==> src/rtl/core/swbm_pkg.sv <==
`timescale 1ns / 1ps

package swbm_pkg;

    localparam int TIMER_BITS = 10;
    localparam int CNT_MAX    = (1 << TIMER_BITS) - 1;

    localparam int CFG_W      = 10;
    localparam int CFG_COUNT  = 7;
    localparam int CFG_IDX_W  = 3;

    typedef logic [TIMER_BITS-1:0] ticks_t;
    typedef logic [CFG_W-1:0]      cfg_word_t;
    typedef logic [CFG_IDX_W-1:0]  cfg_idx_t;

    // register indexes on the configuration port
    localparam cfg_idx_t CFG_RESET_LOW     = 3'd0;
    localparam cfg_idx_t CFG_PRESENCE_WAIT = 3'd1;
    localparam cfg_idx_t CFG_RESET_TAIL    = 3'd2;
    localparam cfg_idx_t CFG_SHORT_LOW     = 3'd3;
    localparam cfg_idx_t CFG_LONG_LOW      = 3'd4;
    localparam cfg_idx_t CFG_READ_SAMPLE   = 3'd5;
    localparam cfg_idx_t CFG_SLOT_TOTAL    = 3'd6;

    localparam cfg_word_t CFG_RESET_VAL [CFG_COUNT] = '{
        10'd480, 10'd70, 10'd410, 10'd6, 10'd60, 10'd9, 10'd70
    };

    typedef enum logic [2:0] {
        K_TICK  = 3'd0,
        K_RESET = 3'd1,
        K_WBIT  = 3'd2,
        K_RBIT  = 3'd3,
        K_WBYTE = 3'd4,
        K_RBYTE = 3'd5
    } kind_t;

    typedef enum logic [2:0] {
        PH_IDLE     = 3'd0,
        PH_RST_LOW  = 3'd1,
        PH_RST_WAIT = 3'd2,
        PH_RST_TAIL = 3'd3,
        PH_SLOT     = 3'd4
    } phase_t;

    localparam int IN_DATA_W  = 16;
    localparam int OUT_DATA_W = 16;

    // zero counts as one tick, large values clamp to the counter range
    function automatic ticks_t eff_ticks(input cfg_word_t v);
        ticks_t r;
        if (v == '0)
            r = ticks_t'(1);
        else if (32'(v) > CNT_MAX)
            r = ticks_t'(CNT_MAX);
        else
            r = ticks_t'(v);
        return r;
    endfunction

endpackage

==> src/rtl/core/single_wire_bus_master.sv <==
`timescale 1ns / 1ps
// channel   direction  word                     fields (lsb first)
// s_axis    in         command or 1 us tick     tuser: kind; tdata: tx_data, line_level
// m_axis    out        one status word per in   tdata: drive_low, busy_res, done_res,
//                                                      presence, rx_data, rejected
// cfg       in         timing register write    cfg_index, cfg_data
//
// One input word per cycle while s_axis_tready is high; its status word is registered.
// Bus state updates in a single combinational pass between the state registers
// and the output register.
// rst_n clears bus state and loads the default timings.
// s_axis_tready drops only while a status word is held and m_axis_tready is low.

module single_wire_bus_master
    import swbm_pkg::*;
(
    input  logic                  clk,
    input  logic                  rst_n,
    input  logic                  s_axis_tvalid,
    output logic                  s_axis_tready,
    input  logic [IN_DATA_W-1:0]  s_axis_tdata,  // tx_data[7:0], line_level[8], zero fill
    input  logic [2:0]            s_axis_tuser,  // kind
    output logic                  m_axis_tvalid,
    input  logic                  m_axis_tready,
    output logic [OUT_DATA_W-1:0] m_axis_tdata,  // drive_low, busy_res, done_res, presence,
                                                 // rx_data[11:4], rejected[12], zero fill
    input  logic                  cfg_we,
    input  logic [CFG_IDX_W-1:0]  cfg_index,
    input  logic [CFG_W-1:0]      cfg_data
);

    ticks_t     cfg_reg [CFG_COUNT];

    phase_t     phase_reg, phase_next;
    ticks_t     tcnt_reg, tcnt_next;
    logic [2:0] bit_reg, bit_next;
    logic [7:0] tx_reg, tx_next;
    logic [7:0] rx_reg, rx_next;
    kind_t      op_reg, op_next;
    logic       pres_reg, pres_next;
    logic       done_next, rej_next;

    logic                  out_valid_reg;
    logic [OUT_DATA_W-1:0] out_data_reg, out_data_next;

    logic                  accept;
    kind_t                 kind;
    logic [7:0]            tx_data;
    logic                  line_level;

    ticks_t                tick_inc;
    ticks_t                low_cur, low_nxt;
    logic [TIMER_BITS:0]   at_sum, at_pt;
    logic                  is_read_cur, is_read_nxt, drive_low;

    assign s_axis_tready = !out_valid_reg || m_axis_tready;
    assign accept        = s_axis_tvalid && s_axis_tready;
    assign kind          = kind_t'(s_axis_tuser);
    assign tx_data       = s_axis_tdata[7:0];
    assign line_level    = s_axis_tdata[8];

    assign m_axis_tvalid = out_valid_reg;
    assign m_axis_tdata  = out_data_reg;

    always_ff @(posedge clk or negedge rst_n)
    begin
        if (!rst_n)
        begin
            for (int i = 0; i < CFG_COUNT; i++)
                cfg_reg[i] <= eff_ticks(CFG_RESET_VAL[i]);
        end
        else if (cfg_we)
        begin
            case (cfg_index)
                CFG_RESET_LOW:     cfg_reg[0] <= eff_ticks(cfg_data);
                CFG_PRESENCE_WAIT: cfg_reg[1] <= eff_ticks(cfg_data);
                CFG_RESET_TAIL:    cfg_reg[2] <= eff_ticks(cfg_data);
                CFG_SHORT_LOW:     cfg_reg[3] <= eff_ticks(cfg_data);
                CFG_LONG_LOW:      cfg_reg[4] <= eff_ticks(cfg_data);
                CFG_READ_SAMPLE:   cfg_reg[5] <= eff_ticks(cfg_data);
                CFG_SLOT_TOTAL:    cfg_reg[6] <= eff_ticks(cfg_data);
                default: ;
            endcase
        end
    end

    assign is_read_cur = (op_reg == K_RBIT) || (op_reg == K_RBYTE);
    assign low_cur     = (is_read_cur || tx_reg[0]) ? cfg_reg[3] : cfg_reg[4];
    assign at_sum      = {1'b0, low_cur} + {1'b0, cfg_reg[5]};
    assign at_pt       = (at_sum > {1'b0, cfg_reg[6]}) ? {1'b0, cfg_reg[6]} : at_sum;
    assign tick_inc    = tcnt_reg + ticks_t'(1);

    // next state
    always_comb
    begin
        phase_next = phase_reg;
        tcnt_next  = tcnt_reg;
        bit_next   = bit_reg;
        tx_next    = tx_reg;
        rx_next    = rx_reg;
        op_next    = op_reg;
        pres_next  = pres_reg;
        done_next  = 1'b0;
        rej_next   = 1'b0;
        case (kind)
            K_TICK:
            begin
                if (phase_reg != PH_IDLE)
                begin
                    tcnt_next = tick_inc;
                    case (phase_reg)
                        PH_RST_LOW:
                        begin
                            if (tick_inc >= cfg_reg[0])
                            begin
                                phase_next = PH_RST_WAIT;
                                tcnt_next  = '0;
                            end
                        end
                        PH_RST_WAIT:
                        begin
                            if (tick_inc >= cfg_reg[1])
                            begin
                                pres_next  = !line_level;
                                phase_next = PH_RST_TAIL;
                                tcnt_next  = '0;
                            end
                        end
                        PH_RST_TAIL:
                        begin
                            if (tick_inc >= cfg_reg[2])
                            begin
                                phase_next = PH_IDLE;
                                tcnt_next  = '0;
                                done_next  = 1'b1;
                            end
                        end
                        PH_SLOT:
                        begin
                            if (is_read_cur && ({1'b0, tick_inc} == at_pt) && line_level)
                                rx_next[bit_reg] = 1'b1;
                            if (tick_inc >= cfg_reg[6])
                            begin
                                tcnt_next = '0;
                                if ((op_reg == K_WBYTE || op_reg == K_RBYTE) && bit_reg != 3'd7)
                                begin
                                    bit_next = bit_reg + 3'd1;
                                    tx_next  = {1'b0, tx_reg[7:1]};
                                end
                                else
                                begin
                                    phase_next = PH_IDLE;
                                    done_next  = 1'b1;
                                end
                            end
                        end
                        default: ;
                    endcase
                end
            end
            K_RESET, K_WBIT, K_RBIT, K_WBYTE, K_RBYTE:
            begin
                if (phase_reg != PH_IDLE)
                    rej_next = 1'b1;
                else
                begin
                    op_next   = kind;
                    tcnt_next = '0;
                    bit_next  = '0;
                    if (kind == K_RESET)
                        phase_next = PH_RST_LOW;
                    else
                    begin
                        phase_next = PH_SLOT;
                        tx_next    = (kind == K_WBIT) ? {7'd0, tx_data[0]} : tx_data;
                        if (kind == K_RBIT || kind == K_RBYTE)
                            rx_next = '0;
                    end
                end
            end
            default: ;
        endcase
    end

    // status word
    assign is_read_nxt = (op_next == K_RBIT) || (op_next == K_RBYTE);
    assign low_nxt     = (is_read_nxt || tx_next[0]) ? cfg_reg[3] : cfg_reg[4];

    always_comb
    begin
        case (phase_next)
            PH_RST_LOW: drive_low = 1'b1;
            PH_SLOT:    drive_low = tcnt_next < low_nxt;
            default:    drive_low = 1'b0;
        endcase
        out_data_next = '0;
        out_data_next[0]    = drive_low;
        out_data_next[1]    = phase_next != PH_IDLE;
        out_data_next[2]    = done_next;
        out_data_next[3]    = pres_next;
        out_data_next[11:4] = rx_next;
        out_data_next[12]   = rej_next;
    end

    always_ff @(posedge clk or negedge rst_n)
    begin
        if (!rst_n)
        begin
            phase_reg     <= PH_IDLE;
            tcnt_reg      <= '0;
            bit_reg       <= '0;
            tx_reg        <= '0;
            rx_reg        <= '0;
            op_reg        <= K_TICK;
            pres_reg      <= 1'b0;
            out_valid_reg <= 1'b0;
        end
        else
        begin
            if (accept)
            begin
                phase_reg     <= phase_next;
                tcnt_reg      <= tcnt_next;
                bit_reg       <= bit_next;
                tx_reg        <= tx_next;
                rx_reg        <= rx_next;
                op_reg        <= op_next;
                pres_reg      <= pres_next;
                out_valid_reg <= 1'b1;
            end
            else if (m_axis_tready)
                out_valid_reg <= 1'b0;
        end
    end

    always_ff @(posedge clk)
    begin
        if (accept)
            out_data_reg <= out_data_next;
    end

endmodule

==> config.mk <==
export PLATFORM = sky130hd
export DESIGN_NAME = single_wire_bus_master
export DESIGN_NICKNAME = d
export VERILOG_FILES = /design/src/rtl/core/swbm_pkg.sv /design/src/rtl/core/single_wire_bus_master.sv
export SDC_FILE = /design/constraint.sdc
export NUM_CORES = 1
export LEC_CHECK = 0
export ABC_AREA = 1
export BUFFER_PORTS_ARGS = -buffer_cell sky130_fd_sc_hd__buf_4
export CORE_MARGIN = 3
export CORE_UTILIZATION = 57
export DETAILED_ROUTE_END_ITERATION = 16
export PLACE_DENSITY = 0.75
export SKIP_CTS_REPAIR_TIMING = 1
export SKIP_LAST_GASP = 1
export SLEW_MARGIN = 20
export SYNTH_ARGS = -nofsm -noshare
export SYNTH_HDL_FRONTEND = slang
export SYNTH_SLANG_ARGS = --single-unit
==> constraint.sdc <==
create_clock -name clk -period 10.17 [get_ports clk]
set_input_delay 2.034 -clock clk [delete_from_list [all_inputs] [get_ports clk]]
set_output_delay 2.034 -clock clk [all_outputs]
set_load 0.03 [all_outputs]
==> results.cfg, run 1 <==
[clock_tree]
h-tree-depth = 4
clock_edge_transition_at_the_registers_on_the_reported_setup_and_hold_paths_ns = 0.05
cts-buffers-inserted = 17
cts.path.max_buffers = 2
tritoncts_clock_tree = done
clkLatencyLatePin_ns = 0.42
cts_sinks = 120
clockRootBuffer = sky130_fd_sc_hd__clkbuf_16

[logic_synthesis]
yosysUniqueCellTypes = 51
synth_edf_count = 13
ys_ff_latch = 120
synth-async-reset-ratio = 0.892
synthesis.area_per_instance_um2 = 7.46
dominantRegCellSynth = sky130_fd_sc_hd__dfrtp_1
ys_seq_area_frac = 0.387
netlist_area_before_placement_um2 = 8000
postSynthCellCount = 1072
yosys_warning_count = 0

[cells_and_area]
post_route_cells_drive_above_1_share = 0.114
finish.net_count = 1229
largest_reg_flops = 70
filler_cell_count = 1181
area_growth_pct = 13.8
instances_no_fill = 1307
antenna_cells_inserted = 0

[routing]
wl_per_cell_um = 14.9
vias = 7053
drt_drc_violations_left = 0
vias_per_std_cell = 5.40
first_pass_iters = 6
antenna_violating_nets_post_route = 0
drt_first_iter_violations = 571
wirelength_um = 19500

[die]
initial_utilization = 0.592
io_pins = 55
fp.coreArea_um2 = 13500
rows = 42
die_x_um = 124
die_height_um = 124
fp.dieArea_um2 = 15500

[sta]
period_share = 0.568
setup_tns_ns = 0
final.setup.worst_slack_ns = 4.39
rsz0062_at_grt = false
tightestPinTransition_ns = 0.921
finClkSkew_ns = 0.00521
worst_case_headroom_to_the_max_slew_limit = 0.384
max_freq_mhz = 173
finalHoldViolations = 0
timing_max_transition_violations_final = 0
setup_violations = 0
timing.final.crit_period_ns = 5.78

[setup_path]
worst_setup_path_endpoint = rx_reg[4]
crit_cells = 31
worst_r2r_src = op_reg[2]
crit_arrival_ns = 6.13
crit_fanout = 20
timing.critical_path.from_type = flip-flop
rr_endpoint = rx_reg[4]
crit_start = op_reg[2]
critPathMaxStageDelay_ns = 0.51
path_buf_inv = 3
path_class = reg2reg
slowest_stage = sky130_fd_sc_hd__nand2_1
r2r_slack_ns = 4.39
setup.worst_path.end_class = flip-flop
worst_ep_required_time_ns = 10.53
worst_path_dominant_cell_family = simple AND/OR/NAND/NOR gates
reg2regPathDepth = 31
crit_path_frequent_cell = sky130_fd_sc_hd__nand2_1

[global_route]
vias_in_the_first_global_route = 6778
grt_overflow = 0
pin_count_of_the_biggest_net_entering_global_routing = 73
overall_fraction_of_global_route_tracks_in_use = 0.260
wire_length_of_the_first_global_routing_pass_um = 32900
grt_antenna_before_repair = 0

[power_and_ir_drop]
power.density_nw_per_um2 = 284
leakage_nw = 4.69
design_power_total_w = 0.00259
peak_supply_drop_v = 0.000190

[status]
run_status = finished clean

[placement]
detailed_place_hpwl_um = 14600
port_buffers = 44
globalplace.congestion = 0.913
dpl_worst_slack_ns = 4.50
placedCellCount = 1275

[worst_hold_path]
hold-path-cell-count = 2
hold_path.class = reg2reg

[job]
drv_cap = 0
[logic make-up (layout without fill, tap and decap cells)]
kind of cell / count (synthesis) / count (layout) / synth area share
other: 1 / 3 / 0.000469
and+or+nand+nor: 493 / 493 / 0.256
adders and majority gates: 74 / 74 / 0.117
xor gates and xnor gates: 13 / 13 / 0.0175
AOI/OAI and AO/OA: 187 / 187 / 0.130
muxes: 3 / 3 / 0.00407
buffers and inverters: 181 / 238 / 0.0881
DFF: 120 / 120 / 0.387
[cell usage after synthesis, types with 2 or more instances]
master / number / area [um^2]
sky130_fd_sc_hd__xnor2_1: 2 / 17.5
sky130_fd_sc_hd__mux2_2: 2 / 22.5
sky130_fd_sc_hd__inv_1: 148 / 556
sky130_fd_sc_hd__nand3b_1: 5 / 37.5
sky130_fd_sc_hd__buf_2: 2 / 10.0
sky130_fd_sc_hd__xor2_1: 9 / 78.8
sky130_fd_sc_hd__nand3_1: 46 / 230
sky130_fd_sc_hd__o21ai_0: 112 / 561
sky130_fd_sc_hd__ha_1: 73 / 913
sky130_fd_sc_hd__buf_4: 6 / 45.0
sky130_fd_sc_hd__dfstp_2: 23 / 604
sky130_fd_sc_hd__nor2_2: 4 / 25.0
sky130_fd_sc_hd__edfxtp_1: 13 / 390
sky130_fd_sc_hd__a21oi_1: 38 / 190
sky130_fd_sc_hd__nor2_4: 2 / 22.5
sky130_fd_sc_hd__nand2_2: 3 / 18.8
sky130_fd_sc_hd__dfrtp_1: 84 / 2100
sky130_fd_sc_hd__clkinv_1: 4 / 15.0
sky130_fd_sc_hd__nor4_1: 2 / 12.5
sky130_fd_sc_hd__o211ai_1: 3 / 22.5
sky130_fd_sc_hd__nand2_1: 332 / 1250
sky130_fd_sc_hd__a31oi_1: 2 / 12.5
sky130_fd_sc_hd__nor3_1: 6 / 30.0
sky130_fd_sc_hd__a32o_1: 6 / 60.1
sky130_fd_sc_hd__o22ai_1: 9 / 56.3
sky130_fd_sc_hd__a21o_1: 3 / 22.5
sky130_fd_sc_hd__inv_2: 6 / 22.5
sky130_fd_sc_hd__clkbuf_1: 15 / 56.3
sky130_fd_sc_hd__nor2_1: 72 / 270
sky130_fd_sc_hd__o21bai_1: 4 / 30.0
sky130_fd_sc_hd__nand4_1: 16 / 100
[through the flow]
step                      utilization  hold slack, ns  area, um^2
after global routing            0.674           0.498        9100
final                           0.674           0.477        9100
after detailed placement        0.627           0.465        8470
after global placement          0.627           0.462        8470
after floorplan                     -           0.449        8000
after CTS                       0.673           0.480        9090
[worst min path at each step]
stage,to,start
6_report,tx_reg[1],tx_reg[1]
5_1_grt,cfg_reg[10],cfg_reg[10]
4_1_cts,tx_reg[1],tx_reg[1]
3_5_place_dp,tx_reg[1],tx_reg[1]
3_3_place_gp,cfg_reg[10],cfg_reg[10]
2_1_floorplan,tx_reg[1],tx_reg[1]
[metal layers]
metal,vias up,part of all wire,track usage
met5,-,0,0
met3,30,0.048,0.0442
met1,3291,0.47,0.360
li1,3564,-,-
met2,168,0.47,0.418
met4,0,0.018,0.0806
[worst register-to-register path: cells and delay by family, from the launching register on]
family	cells	cell delay, ns
simple gates	20	2.86
buf+inv	3	0.20
flops	1	0.34
compound gates	4	1.05
xor+xnor	1	0.30
fa+ha+maj	3	0.93
[layout by cell type, fill, tap and decap left out, types with 4 or more instances in the layout]
| cell type | n |
|---|---|
| sky130_fd_sc_hd__nor2_1 | 69 |
| sky130_fd_sc_hd__nand4_1 | 16 |
| sky130_fd_sc_hd__nor3_1 | 6 |
| sky130_fd_sc_hd__nand3_1 | 46 |
| sky130_fd_sc_hd__o21bai_1 | 4 |
| sky130_fd_sc_hd__inv_1 | 148 |
| sky130_fd_sc_hd__edfxtp_1 | 13 |
| sky130_fd_sc_hd__ha_1 | 73 |
| sky130_fd_sc_hd__dfrtp_1 | 84 |
| sky130_fd_sc_hd__o22ai_1 | 9 |
| sky130_fd_sc_hd__nor2_2 | 7 |
| sky130_fd_sc_hd__nand2_1 | 332 |
| sky130_fd_sc_hd__xor2_1 | 9 |
| sky130_fd_sc_hd__a32o_1 | 6 |
| sky130_fd_sc_hd__clkinv_1 | 4 |
| sky130_fd_sc_hd__clkbuf_8 | 5 |
| sky130_fd_sc_hd__nand3b_1 | 5 |
| sky130_fd_sc_hd__o21ai_0 | 112 |
| sky130_fd_sc_hd__buf_4 | 48 |
| sky130_fd_sc_hd__clkbuf_16 | 17 |
| sky130_fd_sc_hd__inv_2 | 6 |
| sky130_fd_sc_hd__dfstp_2 | 23 |
| sky130_fd_sc_hd__a21oi_1 | 38 |
[power by group]
group / internal, W / switching, W
Clock: 0.000417 / 0.000213
Combinational: 0.000437 / 0.000862
Sequential: 0.000598 / 0.0000605
[area by class of cell]
class / count / area, um^2 / share of cell area
multi-input combinational: 773 / 4210 / 0.463
clock buffer: 25 / 505 / 0.0555
clock inverter: 7 / 114 / 0.0125
inverter: 158 / 593 / 0.0652
sequential: 120 / 3100 / 0.340
timing repair buffer: 48 / 360 / 0.0396
tap: 176 / 220 / 0.0242
Power figures use the tool's default switching activity.
==> run 2, diff against run 1 <==
Settings changed: CORE_UTILIZATION 57 to 56, PLACE_DENSITY 0.75 to 0.77.
Clock period 10.17 ns to 5.2 ns, I/O delays scaled along.
==> run 2 against run 1 <==
Maximum frequency grew 21%. Largest power group unchanged. Highest routed layer unchanged. Global-route usage grew 0.33 points. Worst setup slack lost 4.0 ns. Non-clock buffer count grew 9. Sequential power grew 93%. Largest cell class unchanged. Combinational power grew 100%. Clock-buffer cell count shrank 3. Sequential share of layout area shrank 0.18 points. Power grew 97%. First-iteration DRC count is the same. Critical path depth grew 1.
==> results.cfg, run 2 (synthesis results as in run 1) <==
[global_route]
overall_fraction_of_global_route_tracks_in_use = 0.263
wire_length_of_the_first_global_routing_pass_um = 32900
pin_count_of_the_biggest_net_entering_global_routing = 73
vias_in_the_first_global_route = 6625
grt_overflow = 0
grt_antenna_before_repair = 0

[routing]
antenna_violating_nets_post_route = 0
first_pass_iters = 5
drt_drc_violations_left = 0
vias = 7163
wirelength_um = 20100
vias_per_std_cell = 5.43
drt_first_iter_violations = 571
wl_per_cell_um = 15.2

[setup_path]
path_buf_inv = 3
rr_endpoint = rx_reg[2]
reg2regPathDepth = 32
crit_arrival_ns = 5.13
r2r_slack_ns = 0.43
setup.worst_path.end_class = flip-flop
worst_ep_required_time_ns = 5.57
timing.critical_path.from_type = flip-flop
slowest_stage = sky130_fd_sc_hd__fa_1
crit_cells = 32
crit_fanout = 13
crit_path_frequent_cell = sky130_fd_sc_hd__nand2_1
worst_r2r_src = op_reg[1]
worst_path_dominant_cell_family = simple AND/OR/NAND/NOR gates
path_class = reg2reg
critPathMaxStageDelay_ns = 0.40

[status]
run_status = finished clean

[clock_tree]
tritoncts_clock_tree = done
clock_edge_transition_at_the_registers_on_the_reported_setup_and_hold_paths_ns = 0.05
h-tree-depth = 4
clkLatencyLatePin_ns = 0.43
cts_sinks = 120
cts.path.max_buffers = 2
cts-buffers-inserted = 17
clockRootBuffer = sky130_fd_sc_hd__clkbuf_16

[sta]
tightestPinTransition_ns = 0.960
timing_max_transition_violations_final = 0
finClkSkew_ns = 0.00623
timing.final.crit_period_ns = 4.77
rsz0062_at_grt = false
setup_violations = 0
setup_tns_ns = 0
period_share = 0.917
finalHoldViolations = 0
worst_case_headroom_to_the_max_slew_limit = 0.358
max_freq_mhz = 210
worst_hold_slack_after_final_layout_ns = 0.478

[power_and_ir_drop]
power.density_nw_per_um2 = 557
peak_supply_drop_v = 0.000350
power.switching_fraction = 0.442
power.share.combinational = 0.519
cell_internal_pwr_w = 0.00284
seqPwrFrac = 0.250
switchingPower_w = 0.00225
power_frac_clock = 0.231
leakage_nw = 4.72

[die]
rows = 43
fp.coreArea_um2 = 13900
fp.dieArea_um2 = 15700
die_x_um = 125
initial_utilization = 0.574
die_height_um = 125
io_pins = 55

[cells_and_area]
final_cell_mix = 331 x sky130_fd_sc_hd__nand2_1, 148 x sky130_fd_sc_hd__inv_1, 111 x sky130_fd_sc_hd__o21ai_0, 84 x sky130_fd_sc_hd__dfrtp_1, 73 x sky130_fd_sc_hd__ha_1
final_util = 0.656
instances_no_fill = 1320
final_design_area_no_fill_um2 = 9150
post_route_cells_drive_above_1_share = 0.121
antenna_cells_inserted = 0
layout.cells.most_common = sky130_fd_sc_hd__nand2_1
finish.net_count = 1238
filler_cell_count = 1214
area_growth_pct = 14.4
largest_reg_flops = 70

[worst_hold_path]
hold_start = cfg_reg[10]
hold-path-cell-count = 2
timing.hold.worst_endpoint = cfg_reg[10]
hold_path.class = reg2reg

[placement]
port_buffers = 44
placement.cell_area_um2 = 8550
detailed_place_hpwl_um = 14700
globalplace.congestion = 0.954
placedCellCount = 1288

[job]
drv_cap = 0
run 2: cell count changes in the layout (fill, tap and decap cells not counted), sizes merged:
cell / delta
clkinv: +4
clkbuf: -3
buf: +9
inv: -1
run 2: stage by stage:
stage / setup WS (ns) / power (W)
detailed placement: 0.184 / 0.00385
global route: 0.000222 / 0.00554
floorplan: 1.05 / 0.00324
finish: 0.432 / 0.00509
CTS: 0.154 / 0.00506
global placement: 0.309 / 0.00379
run 2: area by class of cell:
cell class / count / area (um^2) / area share
Inverter: 158 / 593 / 0.0648
Multi-Input combinational cell: 773 / 4220 / 0.462
Timing Repair Buffer: 57 / 428 / 0.0468
Sequential cell: 120 / 3100 / 0.339
Clock inverter: 10 / 128 / 0.0140
Clock buffer: 22 / 454 / 0.0497
Tap cell: 180 / 225 / 0.0246
run 2: tightest hold or removal path, delay by kind of cell (launching register included):
family | cells | cell delay, ns
DFF | 1 | 0.37
and+or+nand+nor | 2 | 0.11
run 2: worst max path at each step:
stage / start / to / slack (ns)
global placement: op_reg[1] / rx_reg[1] / 0.31
finish: op_reg[1] / rx_reg[2] / 0.43
CTS: op_reg[1] / rx_reg[0] / 0.15
detailed placement: op_reg[1] / rx_reg[0] / 0.18
floorplan: op_reg[1] / rx_reg[0] / 1.05
global route: op_reg[2] / rx_reg[7] / 0.0002
run 2: power groups by stage:
stage               Sequential (W)  Clock, W  Combinational, W
global placement           0.00128         0           0.00250
finish                     0.00127   0.00118           0.00264
detailed placement         0.00129         0           0.00256
floorplan                  0.00129         0           0.00195
CTS                        0.00127   0.00120           0.00259
global route               0.00130   0.00124           0.00300
run 2: per-layer routing:
metal,up-vias,wire (um),global-route usage
li1,3575,-,-
met1,3320,8770,0.357
met2,223,9240,0.402
met3,45,1440,0.0598
met4,0,604,0.121
met5,-,0,0
==> run 3, diff against run 2 <==
Clock period 5.2 ns to 4.1 ns, I/O delays scaled along.
==> run 3 against run 2 <==
The flow now finishes with violations (negative setup slack). Flip-flop and latch count unchanged. Critical path type unchanged. Largest power group unchanged. Die area unchanged. Combinational power increased by 73%. Worst setup slack got worse by 0.69 ns.
==> results.cfg, run 3 (synthesis results as in run 1) <==
[power_and_ir_drop]
power_frac_clock = 0.211
cell_internal_pwr_w = 0.00452
power.switching_fraction = 0.424
leakage_nw = 5.25
power.share.combinational = 0.583
switchingPower_w = 0.00333
design_power_total_w = 0.00785
power.density_nw_per_um2 = 768
seqPwrFrac = 0.207
peak_supply_drop_v = 0.000630

[global_route]
wire_length_of_the_first_global_routing_pass_um = 35600
gr-max-usage-layer = met2
grtUsageMet1 = 0.373
overall_fraction_of_global_route_tracks_in_use = 0.283
use_met2 = 0.461
vias_in_the_first_global_route = 7278
grt_overflow = 0
grtUsageMet3 = 0.0585
pin_count_of_the_biggest_net_entering_global_routing = 70
grt_antenna_before_repair = 0

[clock_tree]
h-tree-depth = 4
cts.path.max_buffers = 2
clock_edge_transition_at_the_registers_on_the_reported_setup_and_hold_paths_ns = 0.06
cts_sinks = 120
tritoncts_clock_tree = done
clockRootBuffer = sky130_fd_sc_hd__clkbuf_16
clkLatencyLatePin_ns = 0.42
cts-buffers-inserted = 17

[setup_path]
crit_path_frequent_cell = sky130_fd_sc_hd__nand2_1
path_class = reg2reg
reg2regPathDepth = 32
crit_fanout = 12
worst_ep_required_time_ns = 4.46
rr_endpoint = rx_reg[5]
critPathMaxStageDelay_ns = 0.39
worst_r2r_src = op_reg[2]
setup.worst_path.end_class = flip-flop
crit_arrival_ns = 4.72
timing.critical_path.from_type = flip-flop
slowest_stage = sky130_fd_sc_hd__dfrtp_1
r2r_slack_ns = -0.26

[status]
run_status = complete, but fails checks
failed_checks = negative setup slack

[cells_and_area]
final_cell_mix = 320 x sky130_fd_sc_hd__nand2_1, 141 x sky130_fd_sc_hd__inv_1, 139 x sky130_fd_sc_hd__buf_4, 96 x sky130_fd_sc_hd__o21ai_0, 84 x sky130_fd_sc_hd__dfrtp_1
area_growth_pct = 27.9
layout.cells.most_common = sky130_fd_sc_hd__nand2_1
final_design_area_no_fill_um2 = 10200
finish.net_count = 1331
largest_reg_flops = 70
instances_no_fill = 1413
antenna_cells_inserted = 0
post_route_cells_drive_above_1_share = 0.241

[placement]
placement.cell_area_um2 = 9180
placedCellCount = 1370
detailed_place_hpwl_um = 15500
globalplace.congestion = 0.922
port_buffers = 44

[sta]
tightestPinTransition_ns = 1.08
worst_hold_slack_after_final_layout_ns = 0.481
rsz0062_at_grt = true
setup_violations = 17
timing_max_transition_violations_final = 0
max_freq_mhz = 229
timing.final.crit_period_ns = 4.36
period_share = 1.06
finalHoldViolations = 0
setup_tns_ns = -3.55
finClkSkew_ns = 0.00678
worst_case_headroom_to_the_max_slew_limit = 0.279
final.setup.worst_slack_ns = -0.263

[worst_hold_path]
hold-path-cell-count = 2
timing.hold.worst_endpoint = tx_reg[1]
hold_start = tx_reg[1]
hold_path.class = reg2reg

[die]
rows = 43
io_pins = 55
fp.dieArea_um2 = 15700
die_x_um = 125
initial_utilization = 0.574
fp.coreArea_um2 = 13900
die_height_um = 125

[routing]
wl_per_cell_um = 16.1
antenna_violating_nets_post_route = 0
first_pass_iters = 5
wirelength_um = 22700
vias = 7791
drt_drc_violations_left = 0
drt_first_iter_violations = 704
vias_per_std_cell = 5.51

[job]
drv_cap = 0
## run 3: layer usage
layer	share of wire	vias to the layer above
met5	0	-
met3	0.067	56
li1	-	3773
met1	0.42	3690
met2	0.48	272
met4	0.031	0
## run 3: worst max path at each step
stage	end	depth (start not counted)	from	slack, ns
after CTS	rx_reg[5]	32	op_reg[2]	-0.44
after global placement	m_axis_tdata[5]	31	op_reg[1]	-0.27
final	rx_reg[5]	32	op_reg[2]	-0.26
after detailed placement	rx_reg[1]	32	op_reg[2]	-0.44
after floorplan	rx_reg[0]	32	op_reg[1]	0.03
after global routing	rx_reg[5]	32	op_reg[2]	-0.59
## run 3: critical path: cells and delay by family, from the launching register on
| kind | cells | cell delay [ns] |
|---|---|---|
| DFF | 1 | 0.39 |
| and+or+nand+nor | 20 | 1.85 |
| xor gates and xnor gates | 1 | 0.19 |
| AOI/OAI and AO/OA | 3 | 0.40 |
| buffers and inverters | 6 | 0.80 |
| adders and majority gates | 2 | 0.64 |
## run 3: power by group through the flow
stage / combinational [W] / clock, W / sequential (W)
after floorplan: 0.00248 / 0 / 0.00163
after global placement: 0.00383 / 0 / 0.00162
after detailed placement: 0.00395 / 0 / 0.00163
after CTS: 0.00399 / 0.00167 / 0.00161
after global routing: 0.00507 / 0.00173 / 0.00165
final: 0.00458 / 0.00165 / 0.00162
## run 3: area by class of cell
cell class              count  area (um^2)
clock buffers              19          453
clock inverters            13          200
fillers                  1059         3710
inverters                 158          597
multi-input cells         774         4480
flip-flops and latches    120         3100
well taps                 180          225
repair buffers            149         1170
## run 3: metrics by stage
stage	utilization	setup slack (ns)
after detailed placement	0.659	-0.441
after global placement	0.658	-0.273
after global routing	0.734	-0.586
final	0.734	-0.263
after CTS	0.705	-0.444
after floorplan	-	0.0329
